==> config.mk <==
export PLATFORM = sky130hd
export DESIGN_NAME = class_score_window_vote
export DESIGN_NICKNAME = d
export VERILOG_FILES = /design/src/rtl/csw_pkg.sv /design/src/rtl/csw_cell.sv /design/src/rtl/csw_vote.sv /design/src/rtl/class_score_window_vote.sv
export SDC_FILE = /design/constraint.sdc
export NUM_CORES = 2
export LEC_CHECK = 0
export CORE_MARGIN = 2
export CORE_UTILIZATION = 35
export CTS_BUF_LIST = sky130_fd_sc_hd__clkbuf_8
export CTS_CLUSTER_SIZE = 24
export DETAILED_ROUTE_END_ITERATION = 6
export DONT_BUFFER_PORTS = 1
export PLACE_DENSITY = 0.52
export SYNTH_ARGS = -nofsm -noshare
export SYNTH_HDL_FRONTEND = slang
export SYNTH_SLANG_ARGS = --single-unit
==> constraint.sdc <==
create_clock -name clk -period 6.7 [get_ports clk]
set_clock_uncertainty 0.05 [all_clocks]
set_input_delay 0.335 -clock clk [delete_from_list [all_inputs] [get_ports clk]]
set_output_delay 0.335 -clock clk [all_outputs]
set_load 0.005 [all_outputs]
==> src/rtl/csw_pkg.sv <==
// shared types and constants for the class score window vote block
package csw_pkg;

    localparam int CLASS_COUNT = 9;
    localparam int SCORE_W     = 8;
    localparam int DIFF_W      = 9;
    localparam int SCALE_W     = 16;
    localparam int LEVEL_W     = 16;
    localparam int WIN_W       = 4;
    localparam int CLASS_W     = 4;
    localparam int AVG_W       = 16;
    localparam int CFG_IDX_W   = 2;
    localparam int CFG_DATA_W  = 16;

    localparam logic [CFG_IDX_W-1:0] REG_OFFSET = 2'd0;
    localparam logic [CFG_IDX_W-1:0] REG_SCALE  = 2'd1;
    localparam logic [CFG_IDX_W-1:0] REG_WINDOW = 2'd2;
    localparam logic [CFG_IDX_W-1:0] REG_LEVEL  = 2'd3;

    localparam logic signed [SCORE_W-1:0] OFFSET_RESET = -8'sd128;
    localparam logic [SCALE_W-1:0]        SCALE_RESET  = 16'd256;
    localparam logic [WIN_W-1:0]          WINDOW_RESET = 4'd10;
    localparam logic [LEVEL_W-1:0]        LEVEL_RESET  = 16'd39322;

    typedef logic signed [DIFF_W-1:0] diff_t;
    typedef diff_t [CLASS_COUNT-1:0]  diff_vec_t;

    typedef struct packed {
        logic push;
        logic rotate;
    } cell_ctrl_t;

    typedef struct packed {
        logic acc_clear;
        logic acc_en;
        logic start;
    } vote_ctrl_t;

    typedef struct packed {
        logic               done;
        logic [CLASS_W-1:0] best_class;
        logic               uncertain;
        logic [AVG_W-1:0]   best_average;
    } vote_res_t;

endpackage

==> src/rtl/csw_cell.sv <==
// one history slot holding the offset-corrected scores of all classes
module csw_cell (
    input  logic                  clk,
    input  logic                  rst_n,
    input  csw_pkg::cell_ctrl_t   ctrl,
    input  csw_pkg::diff_vec_t    push_in,
    input  csw_pkg::diff_vec_t    rot_in,
    output csw_pkg::diff_vec_t    data
);

    csw_pkg::diff_vec_t data_reg;

    always_ff @(posedge clk or negedge rst_n)
    begin
        if (!rst_n)
        begin
            data_reg <= '0;
        end
        else
        begin
            priority if (ctrl.push)
            begin
                data_reg <= push_in;
            end
            else if (ctrl.rotate)
            begin
                data_reg <= rot_in;
            end
        end
    end

    assign data = data_reg;

endmodule

==> src/rtl/csw_vote.sv <==
// window sums, scaled argmax scan, threshold test and serial divide by window length
module csw_vote #(
    parameter int HISTORY_DEPTH = 10
) (
    input  logic                               clk,
    input  logic                               rst_n,
    input  csw_pkg::vote_ctrl_t                ctrl,
    input  csw_pkg::diff_vec_t                 acc_data,
    input  logic [$clog2(HISTORY_DEPTH+1)-1:0] n_eff,
    input  logic [csw_pkg::SCALE_W-1:0]        scale,
    input  logic [csw_pkg::LEVEL_W-1:0]        level,
    output csw_pkg::vote_res_t                 res
);

    localparam int NW     = $clog2(HISTORY_DEPTH+1);
    localparam int SUM_W  = csw_pkg::DIFF_W + $clog2(HISTORY_DEPTH);
    localparam int P_W    = SUM_W + csw_pkg::SCALE_W + 1;
    localparam int REM_W  = NW + csw_pkg::AVG_W;
    localparam int LN_W   = csw_pkg::LEVEL_W + NW;
    localparam int CNT_W  = $clog2(csw_pkg::CLASS_COUNT+1);
    localparam int STEP_W = $clog2(csw_pkg::AVG_W);
    localparam int AVG_W  = csw_pkg::AVG_W;
    localparam int CLASS_W = csw_pkg::CLASS_W;

    localparam logic [2:0] P_IDLE = 3'd0;
    localparam logic [2:0] P_SCAN = 3'd1;
    localparam logic [2:0] P_PREP = 3'd2;
    localparam logic [2:0] P_DIV  = 3'd3;
    localparam logic [2:0] P_DONE = 3'd4;

    localparam logic [CNT_W-1:0]   CNT_END    = CNT_W'(csw_pkg::CLASS_COUNT);
    localparam logic [CLASS_W-1:0] LAST_CLASS = CLASS_W'(csw_pkg::CLASS_COUNT - 1);

    logic [2:0]               phase_reg;
    logic [CNT_W-1:0]         issue_reg;
    logic                     pv_reg;
    logic [STEP_W-1:0]        step_reg;

    logic signed [SUM_W-1:0]  sum_reg [csw_pkg::CLASS_COUNT];
    logic signed [P_W-1:0]    prod_reg;
    logic [CLASS_W-1:0]       pidx_reg;
    logic signed [P_W-1:0]    best_p_reg;
    logic [CLASS_W-1:0]       best_idx_reg;
    logic [LN_W-1:0]          lvl_n_reg;
    logic [REM_W-1:0]         rem_reg;
    logic [REM_W-1:0]         div_reg;
    logic [AVG_W-1:0]         q_reg;
    logic                     unc_reg;
    logic [AVG_W-1:0]         avg_reg;

    logic                     issue_ok;
    logic signed [SUM_W-1:0]  sum_sel;
    logic signed [P_W-1:0]    lvl_n_ext;
    logic signed [P_W-1:0]    sat_ext;
    logic                     p_nonpos;
    logic                     p_sat;
    logic                     ge;
    logic [AVG_W-1:0]         q_next;

    assign issue_ok  = issue_reg < CNT_END;
    assign sum_sel   = sum_reg[issue_reg[CLASS_W-1:0]];
    assign lvl_n_ext = $signed({{(P_W-LN_W){1'b0}}, lvl_n_reg});
    assign sat_ext   = $signed({{(P_W-REM_W){1'b0}}, n_eff, {AVG_W{1'b0}}});
    assign p_nonpos  = best_p_reg <= $signed({P_W{1'b0}});
    assign p_sat     = best_p_reg >= sat_ext;
    assign ge        = rem_reg >= div_reg;
    assign q_next    = {q_reg[AVG_W-2:0], ge};

    // control
    always_ff @(posedge clk or negedge rst_n)
    begin
        if (!rst_n)
        begin
            phase_reg <= P_IDLE;
            issue_reg <= '0;
            pv_reg    <= 1'b0;
            step_reg  <= '0;
        end
        else
        begin
            unique case (phase_reg)
                P_IDLE, P_DONE:
                begin
                    if (ctrl.start)
                    begin
                        phase_reg <= P_SCAN;
                        issue_reg <= '0;
                        pv_reg    <= 1'b0;
                    end
                end
                P_SCAN:
                begin
                    pv_reg <= issue_ok;
                    if (issue_ok)
                    begin
                        issue_reg <= issue_reg + CNT_W'(1);
                    end
                    if (pv_reg && pidx_reg == LAST_CLASS)
                    begin
                        phase_reg <= P_PREP;
                    end
                end
                P_PREP:
                begin
                    step_reg <= STEP_W'(AVG_W - 1);
                    if (p_nonpos || p_sat)
                    begin
                        phase_reg <= P_DONE;
                    end
                    else
                    begin
                        phase_reg <= P_DIV;
                    end
                end
                P_DIV:
                begin
                    step_reg <= step_reg - STEP_W'(1);
                    if (step_reg == '0)
                    begin
                        phase_reg <= P_DONE;
                    end
                end
                default:
                begin
                    phase_reg <= P_IDLE;
                end
            endcase
        end
    end

    // window sums
    always_ff @(posedge clk)
    begin
        for (int c = 0; c < csw_pkg::CLASS_COUNT; c++)
        begin
            priority if (ctrl.acc_clear)
            begin
                sum_reg[c] <= '0;
            end
            else if (ctrl.acc_en)
            begin
                sum_reg[c] <= sum_reg[c] + SUM_W'($signed(acc_data[c]));
            end
        end
    end

    // scan, threshold and divide datapath
    always_ff @(posedge clk)
    begin
        if (ctrl.start)
        begin
            lvl_n_reg <= LN_W'(level) * LN_W'(n_eff);
        end
        if (phase_reg == P_SCAN)
        begin
            if (issue_ok)
            begin
                prod_reg <= P_W'(sum_sel) * P_W'($signed({1'b0, scale}));
                pidx_reg <= issue_reg[CLASS_W-1:0];
            end
            if (pv_reg && (pidx_reg == '0 || prod_reg > best_p_reg))
            begin
                best_p_reg   <= prod_reg;
                best_idx_reg <= pidx_reg;
            end
        end
        if (phase_reg == P_PREP)
        begin
            unc_reg <= !(best_p_reg > lvl_n_ext);
            rem_reg <= best_p_reg[REM_W-1:0];
            div_reg <= REM_W'({n_eff, {(AVG_W-1){1'b0}}});
            q_reg   <= '0;
            priority if (p_nonpos)
            begin
                avg_reg <= '0;
            end
            else if (p_sat)
            begin
                avg_reg <= {AVG_W{1'b1}};
            end
        end
        if (phase_reg == P_DIV)
        begin
            if (ge)
            begin
                rem_reg <= rem_reg - div_reg;
            end
            div_reg <= div_reg >> 1;
            q_reg   <= q_next;
            if (step_reg == '0)
            begin
                avg_reg <= q_next;
            end
        end
    end

    assign res.done         = phase_reg == P_DONE;
    assign res.best_class   = best_idx_reg;
    assign res.uncertain    = unc_reg;
    assign res.best_average = avg_reg;

endmodule

==> src/rtl/class_score_window_vote.sv <==
// top level: ring of history cells, window vote unit and output register
//
//   channel  | signals                                   | beat when
//   ---------+-------------------------------------------+----------------------
//   input    | in_valid, in_ready, score_0 .. score_8    | in_valid & in_ready
//   output   | out_valid, out_ready, best_class,         | out_valid & out_ready
//            | uncertain, best_average                   |
//   config   | cfg_we, cfg_index, cfg_data               | cfg_we
//
// one input beat runs through the push, one full turn of the cell ring, a scan over
// nine classes, a setup step, a 16-step divide and a load
// an average that clamps to 0 or 65535 skips the divide
// the next beat is taken once the result sits in the output register
// a stalled result holds the block after its next item's vote is finished
// reset clears the history cells to zero at once and loads register defaults
module class_score_window_vote #(
    parameter int HISTORY_DEPTH = 10
) (
    input  logic                                clk,
    input  logic                                rst_n,
    input  logic                                in_valid,
    output logic                                in_ready,
    input  logic signed [csw_pkg::SCORE_W-1:0]  score_0,
    input  logic signed [csw_pkg::SCORE_W-1:0]  score_1,
    input  logic signed [csw_pkg::SCORE_W-1:0]  score_2,
    input  logic signed [csw_pkg::SCORE_W-1:0]  score_3,
    input  logic signed [csw_pkg::SCORE_W-1:0]  score_4,
    input  logic signed [csw_pkg::SCORE_W-1:0]  score_5,
    input  logic signed [csw_pkg::SCORE_W-1:0]  score_6,
    input  logic signed [csw_pkg::SCORE_W-1:0]  score_7,
    input  logic signed [csw_pkg::SCORE_W-1:0]  score_8,
    output logic                                out_valid,
    input  logic                                out_ready,
    output logic [csw_pkg::CLASS_W-1:0]         best_class,
    output logic                                uncertain,
    output logic [csw_pkg::AVG_W-1:0]           best_average,
    input  logic                                cfg_we,
    input  logic [csw_pkg::CFG_IDX_W-1:0]       cfg_index,
    input  logic [csw_pkg::CFG_DATA_W-1:0]      cfg_data
);

    localparam int NW = $clog2(HISTORY_DEPTH+1);

    localparam logic [1:0] S_IDLE = 2'd0;
    localparam logic [1:0] S_ROT  = 2'd1;
    localparam logic [1:0] S_VOTE = 2'd2;

    localparam logic [NW-1:0] ROT_LAST = NW'(HISTORY_DEPTH - 1);

    logic [1:0]                           state_reg;
    logic [NW-1:0]                        rot_reg;
    logic signed [csw_pkg::SCORE_W-1:0]   offset_reg;
    logic [csw_pkg::SCALE_W-1:0]          scale_reg;
    logic [csw_pkg::WIN_W-1:0]            window_reg;
    logic [csw_pkg::LEVEL_W-1:0]          level_reg;
    logic                                 out_valid_reg;
    logic [csw_pkg::CLASS_W-1:0]          best_class_reg;
    logic                                 uncertain_reg;
    logic [csw_pkg::AVG_W-1:0]            best_average_reg;

    logic                                 in_beat;
    logic                                 load;
    logic [NW-1:0]                        n_eff;
    logic signed [csw_pkg::SCORE_W-1:0]   score_arr [csw_pkg::CLASS_COUNT];
    csw_pkg::diff_vec_t                   new_vec;
    csw_pkg::diff_vec_t                   cell_data [HISTORY_DEPTH];
    csw_pkg::cell_ctrl_t                  cell_ctrl;
    csw_pkg::vote_ctrl_t                  vote_ctrl;
    csw_pkg::vote_res_t                   vote_res;

    assign in_ready = state_reg == S_IDLE;
    assign in_beat  = in_valid && in_ready;
    assign load     = state_reg == S_VOTE && vote_res.done && (!out_valid_reg || out_ready);

    // window length clamped to 1 .. HISTORY_DEPTH
    always_comb
    begin
        priority if (window_reg == '0)
        begin
            n_eff = NW'(1);
        end
        else if (int'(window_reg) > HISTORY_DEPTH)
        begin
            n_eff = NW'(HISTORY_DEPTH);
        end
        else
        begin
            n_eff = NW'(window_reg);
        end
    end

    assign score_arr[0] = score_0;
    assign score_arr[1] = score_1;
    assign score_arr[2] = score_2;
    assign score_arr[3] = score_3;
    assign score_arr[4] = score_4;
    assign score_arr[5] = score_5;
    assign score_arr[6] = score_6;
    assign score_arr[7] = score_7;
    assign score_arr[8] = score_8;

    always_comb
    begin
        for (int c = 0; c < csw_pkg::CLASS_COUNT; c++)
        begin
            new_vec[c] = csw_pkg::DIFF_W'(score_arr[c]) - csw_pkg::DIFF_W'(offset_reg);
        end
    end

    assign cell_ctrl.push   = in_beat;
    assign cell_ctrl.rotate = state_reg == S_ROT;

    assign vote_ctrl.acc_clear = in_beat;
    assign vote_ctrl.acc_en    = state_reg == S_ROT && rot_reg < n_eff;
    assign vote_ctrl.start     = state_reg == S_ROT && rot_reg == ROT_LAST;

    // history ring: newest entry in cell 0, one turn walks every slot past cell 0
    for (genvar k = 0; k < HISTORY_DEPTH; k++)
    begin : g_cell
        csw_pkg::diff_vec_t push_src;
        if (k == 0)
        begin : g_head
            assign push_src = new_vec;
        end
        else
        begin : g_body
            assign push_src = cell_data[k-1];
        end
        csw_cell u_cell (
            .clk     (clk),
            .rst_n   (rst_n),
            .ctrl    (cell_ctrl),
            .push_in (push_src),
            .rot_in  (cell_data[(k+1) % HISTORY_DEPTH]),
            .data    (cell_data[k])
        );
    end

    csw_vote #(
        .HISTORY_DEPTH (HISTORY_DEPTH)
    ) u_vote (
        .clk      (clk),
        .rst_n    (rst_n),
        .ctrl     (vote_ctrl),
        .acc_data (cell_data[0]),
        .n_eff    (n_eff),
        .scale    (scale_reg),
        .level    (level_reg),
        .res      (vote_res)
    );

    // sequencer
    always_ff @(posedge clk or negedge rst_n)
    begin
        if (!rst_n)
        begin
            state_reg <= S_IDLE;
            rot_reg   <= '0;
        end
        else
        begin
            unique case (state_reg)
                S_IDLE:
                begin
                    if (in_beat)
                    begin
                        state_reg <= S_ROT;
                        rot_reg   <= '0;
                    end
                end
                S_ROT:
                begin
                    rot_reg <= rot_reg + NW'(1);
                    if (rot_reg == ROT_LAST)
                    begin
                        state_reg <= S_VOTE;
                    end
                end
                S_VOTE:
                begin
                    if (load)
                    begin
                        state_reg <= S_IDLE;
                    end
                end
                default:
                begin
                    state_reg <= S_IDLE;
                end
            endcase
        end
    end

    // configuration registers
    always_ff @(posedge clk or negedge rst_n)
    begin
        if (!rst_n)
        begin
            offset_reg <= csw_pkg::OFFSET_RESET;
            scale_reg  <= csw_pkg::SCALE_RESET;
            window_reg <= csw_pkg::WINDOW_RESET;
            level_reg  <= csw_pkg::LEVEL_RESET;
        end
        else if (cfg_we)
        begin
            unique case (cfg_index)
                csw_pkg::REG_OFFSET: offset_reg <= $signed(cfg_data[csw_pkg::SCORE_W-1:0]);
                csw_pkg::REG_SCALE:  scale_reg  <= cfg_data[csw_pkg::SCALE_W-1:0];
                csw_pkg::REG_WINDOW: window_reg <= cfg_data[csw_pkg::WIN_W-1:0];
                csw_pkg::REG_LEVEL:  level_reg  <= cfg_data[csw_pkg::LEVEL_W-1:0];
                default:             offset_reg <= offset_reg;
            endcase
        end
    end

    // output register
    always_ff @(posedge clk or negedge rst_n)
    begin
        if (!rst_n)
        begin
            out_valid_reg <= 1'b0;
        end
        else if (load)
        begin
            out_valid_reg <= 1'b1;
        end
        else if (out_ready)
        begin
            out_valid_reg <= 1'b0;
        end
    end

    always_ff @(posedge clk)
    begin
        if (load)
        begin
            best_class_reg   <= vote_res.best_class;
            uncertain_reg    <= vote_res.uncertain;
            best_average_reg <= vote_res.best_average;
        end
    end

    assign out_valid    = out_valid_reg;
    assign best_class   = best_class_reg;
    assign uncertain    = uncertain_reg;
    assign best_average = best_average_reg;

endmodule

## Word level (Yosys, flattened, before mapping)

Memory sizes are Yosys's and may differ from the RTL's.
Cells that the tools add are included.

| word-level totals | value |
|---|---|
| register bits after elaboration | 1053 |
| memories kept | 1 |
| logic and storage cells | 277 |
| input port bits | 95 |
| output and inout bits | 23 |
| RAM bits | 117 |

Memories:

| name | words | width | rd ports | clocked after memory_dff | wr ports | line | source |
|---|---|---|---|---|---|---|---|
| u_vote.sum_reg | 9 | 13 | 10 | 0 | 9 | csw_vote.sv:39 | `logic signed [SUM_W-1:0] sum_reg [csw_pkg::CLASS_COUNT];` |

| operators by class | value |
|---|---|
| $lt $le $gt $ge | 8 |
| reductions and logical operators | 35 |
| multipliers | 2 |
| bitwise gates (word level) | 9 |
| eq/ne operators | 18 |
| mux-type cells | 67 |
| add/subtract/negate cells | 22 |

Operators with widths:

| operator | number |
|---|---|
| 81-bit 2-to-1 mux | 20 |
| 13-bit by 9-bit adder with 13-bit output | 9 |
| 13-bit 2-to-1 mux | 9 |
| 8-bit by 8-bit subtractor with 9-bit output | 9 |
| 16-bit 2-to-1 mux | 5 |
| 20-bit 2-to-1 mux | 3 |
| 30-bit by 21-bit >= comparator with 1-bit output | 1 |
| 30-bit by 21-bit > comparator with 1-bit output | 1 |
| 30-bit > comparator | 1 |
| 30-bit by 1-bit less-or-equal comparator with 1-bit output, second input constant | 1 |
| 13-bit by 17-bit multiplier with 30-bit output | 1 |
| 15-bit 2-to-1 mux | 2 |
| 4-bit one-hot mux with 2 select lines | 3 |
| 20-bit by 19-bit >= comparator with 1-bit output | 1 |
| 16-bit by 4-bit multiplier with 20-bit output | 1 |
| 4-bit 2-to-1 mux | 5 |
| 20-bit by 19-bit subtractor with 20-bit output | 1 |
| 19-bit 2-to-1 mux | 1 |
| 18-bit 2-to-1 mux | 1 |
| 2-bit AND reduction | 8 |
| 4-bit zero test | 3 |
| 3-bit 2-to-1 mux | 4 |
| 3-bit one-hot mux with 4 select lines | 1 |
| 2-bit by 1-bit inequality test with 1-bit output, second input constant | 5 |
| 25 further kinds | 65 |

## Logic depth before layout (Yosys ltp)

| logic depth | value |
|---|---|
| depth after elaboration | 9 |
| gate-level depth with buffers | 28 |
| mapped depth without buffers | 25 |

## Hierarchy

From an unflattened synthesis, not the netlist that was laid out.

| unflattened totals | value |
|---|---|
| cells, all modules | 6815 |
| area total of the unflattened synthesis | 70890.5 um2 |

Modules (own cells, without submodules):

| module | instances | area an instance (um2) | cells each |
|---|---|---|---|
| csw_cell | 10 | 3814.9 | 351 |
| csw_vote | 1 | 26631.8 | 2676 |
| class_score_window_vote | 1 | 6109.6 | 629 |

## Least setup slack after synthesis

OpenSTA, ideal clock, no wires.

| timing path | value |
|---|---|
| path kind | register to register |
| start point | register u_vote.issue_reg[0] |
| end point | register u_vote.prod_reg[22], data pin |
| data required time | 6384 ps |
| path slack | 87 ps |
| arrival | 6297 ps |
| stages on the path, launching flop included | 26 |
| path buffers | 2 |
| period minus slack after synthesis | 6613 ps |
| cell sequence | dfrtp_1 > buf_6 > mux4_2 > mux2i_1 > nor2_1 > a21oi_2 > buf_4 > nor2b_1 > fa_1 > inv_1 > fa_1 > inv_1 > fa_1 > inv_1 > fa_1 > inv_1 > fa_1 > ha_1 > ha_1 > a21o_1 > a21oi_2 > a31oi_1 > a211oi_2 > o21ai_1 > a2111oi_2 > nor3b_1 |

| on the way | value |
|---|---|
| longest elaborated chain between the ends | 2 |

RTL lines:

| element | line | source |
|---|---|---|
| start, declared | csw_vote.sv:35 | `logic [CNT_W-1:0] issue_reg;` |
| start signal, assigned | csw_vote.sv:96 | `issue_reg <= issue_reg + CNT_W'(1);` |
| memory 9 x 13 bit | -- |  |
| 13-bit by 17-bit multiplier with 30-bit output | csw_vote.sv:158 | `prod_reg <= P_W'(sum_sel) * P_W'($signed({1'b0, scale}));` |
| end signal, assigned | csw_vote.sv:158 |  |
| end, declared | csw_vote.sv:40 | `logic signed [P_W-1:0] prod_reg;` |

Every way passes these cells.
A chain may end at the register's enable or synchronous reset.

## Worst setup path after layout

| timing path | value |
|---|---|
| start point | register u_vote.issue_reg[0] |
| end point | register u_vote.prod_reg[28], data pin |

The elaborated chain is that of the path after synthesis.

==> flow_summary.json <==
{
  "dp_cells": 9185,
  "finalNonFillerCells": 9770,
  "setup.worst_path.start": "u_vote.issue_reg[0]",
  "cts_root_buffer": "clkbuf_8",
  "finalCriticalPeriod_ns": 6.75,
  "synth_nets": 7617,
  "async_flop_share_pct": 74.6,
  "antenna_left": 0,
  "dpl.hpwl_mm": 116,
  "violations": "negative setup slack",
  "worst_slew_pin_slew_ns": 1.44,
  "finalMaxSlewViolations": 0,
  "critPathKind": "reg -> reg",
  "coreArea_mm2": 0.188,
  "synth-main-ff-cell": "dfrtp_1",
  "cp-end-kind": "flip-flop",
  "cp_slowest_cell": "fa_1",
  "grt_usage_pct": 18.2,
  "cts.sinks": 1170,
  "grt.overflow.total": 0,
  "wl_mm": 177,
  "place_ws_ns": -0.235,
  "rsz0062_at_grt": "yes",
  "ys_seq_elements": 1170,
  "die_h_um": 440,
  "yosysSeqAreaShare_pct": 45.8,
  "syn_area_per_cell_um2": 9.58,
  "synth-warning-count": 0,
  "worstPathBufferInverterCount": 5,
  "die-area_mm2": 0.193,
  "cp.arrival_ns": 7.38,
  "hold_ws_ns": 0.0996,
  "wl_per_cell_um": 18.1,
  "nets": 7785,
  "fin_ws_ns": -0.0481,
  "synthCells": 6933,
  "drive_gt1_share_pct": 9.61,
  "clock_latency_ns": 0.95,
  "clk_pin_slew_ns": 0.06,
  "path_max_fanout": 6,
  "cpMostUsedCell": "fa_1",
  "clk_path_buf_depth": 3,
  "r2r_cells": 24,
  "final_cell_mix": "nand2_1 (1,831), dfrtp_1 (860), a22oi_1 (578)",
  "post-route-util_pct": 40.5,
  "holdCritStartpoint": "cfg_data[10]",
  "synth_edf_count": 261,
  "cts_tree": "yes",
  "initial_core_util_pct": 35.3,
  "cp_num_cells": 24,
  "r2r_start": "u_vote.issue_reg[0]",
  "fin_crit_sh_pct": 101,
  "max_stage_delay_ns": 0.54,
  "timing.fmax_mhz": 148,
  "grt_pass1_vias": 49480,
  "numCtsBuffers": 201,
  "cts-htree-levels": 4,
  "setup_violations": 2,
  "dr.pass1.iters": 5,
  "startpoint_type": "flip-flop",
  "final_common_cell": "nand2_1",
  "grt_pass1_wl_mm": 282,
  "rows": 159,
  "area.growth.synth_to_final_pct": 14.7,
  "slew-limit-headroom_pct": 3.03,
  "drc_errors": 0,
  "max_cap_viol_count": 0,
  "worstPathRequired_ns": 7.33,
  "num_vias": 50077,
  "drt_iter0_markers": 3288,
  "io_pins": 118,
  "antenna_found_initial": 17,
  "portBuffers": 0,
  "hold_path_class": "in -> reg",
  "status": "complete, but fails checks",
  "path_cells": "buf_12, buf_12, buf_8, buf_6, mux4_2, mux2i_2, nor2_1, a21oi_2, or2_4, fa_1, fa_1, inv_2, fa_1, fa_1, fa_1, fa_2, ha_4, a211oi_2, o21a_1, o211ai_1, a211oi_4, o21ai_2, a221oi_2, xnor2_1",
  "grt_max_degree": 874,
  "crit_family": "adder cells",
  "place.gp.congestion": 0.873,
  "hold_violations": 0,
  "die_x_um": 440,
  "netlist_area_mm2": 0.0664,
  "largest_register_ffs": 810,
  "viasPerCell": 5.13,
  "whs_path_depth": 2,
  "ys_types": 78
}
## cells by family (layout without fill, tap and decap cells)
group	Yosys count	count (layout)	synth area share, %
other	0	11	0
muxes	115	115	2.32
AOI/OAI and AO/OA	1390	1390	14.3
DFF	1170	1170	45.8
and+or+nand+nor	2741	2741	17.3
xor gates and xnor gates	167	167	2.20
buffers and inverters	760	1091	4.68
adders and majority gates	590	590	13.4
## final timing paths
path,end,slack [ns]
setup / recovery,u_vote.prod_reg[28],-0.05
hold / removal,level_reg[10],0.1
setup reg to reg,u_vote.prod_reg[28],-0.05
hold reg to reg,best_average[2],0.36
max in group asynchronous,g_cell[7].u_cell.data[4],3.61
min in group asynchronous,g_cell[5].u_cell.data[60],0.44
## per-layer routing
layer	GRT usage, %	routed length [um]	vias to the layer above
met5	0	38	-
met1	24.1	79600	24693
met3	2.80	6740	272
met2	30.3	85200	912
met4	6.24	5490	6
li1	-	-	24194
## area by class of cell
type / instances / area, um2
multi-input cells: 5003 / 33500
flip-flops and latches: 1170 / 30400
fillers: 18489 / 112000
diodes: 11 / 27.5
repair buffers: 347 / 3440
inverters: 378 / 1420
clock inverters: 124 / 926
well taps: 2495 / 3120
clock buffers: 242 / 3330
## what timing repair did
item	CTS	global route
resized for setup	49	80
hold buffers	164	4
gates cloned	1	0
setup buffers	24	22
hold endpoints to repair	1039	488
setup endpoints to repair	12	18
pin swaps	31	58
## cells in the mapped netlist (41+ instances only)
cell      count  area (um2)
mux2_2       53         597
xor2_1       54         473
a31oi_1     178        1110
o21ai_0     169         846
nand3_1      45         225
clkbuf_1    251         942
and2_1       60         375
nand2_1    1834        6880
xnor2_1     113         990
nand2b_1     53         332
a21oi_1     174         871
nor3_1       51         255
fa_1        201        4020
a21o_1       61         458
nor2b_1     117         732
a22oi_1     578        4340
dfrtp_1     861       21500
and3_1       41         257
ha_1        388        4850
nor2_1      425        1600
edfxtp_1    261        7840
buf_2        86         430
inv_1       378        1420
## through the flow
| step | area [um2] | TNS [ns] |
|---|---|---|
| 2_1_floorplan | 66400 | 0 |
| 3_3_place_gp | 69200 | -0.870 |
| 3_5_place_dp | 69200 | -1.25 |
| 4_1_cts | 75500 | -0.0265 |
| 5_1_grt | 76200 | -1.75 |
| 6_report | 76200 | -0.0957 |
Power is left out: the tool's default activity adds up to more than one toggle a clock period on the data nets, which glitch-free logic cannot reach.
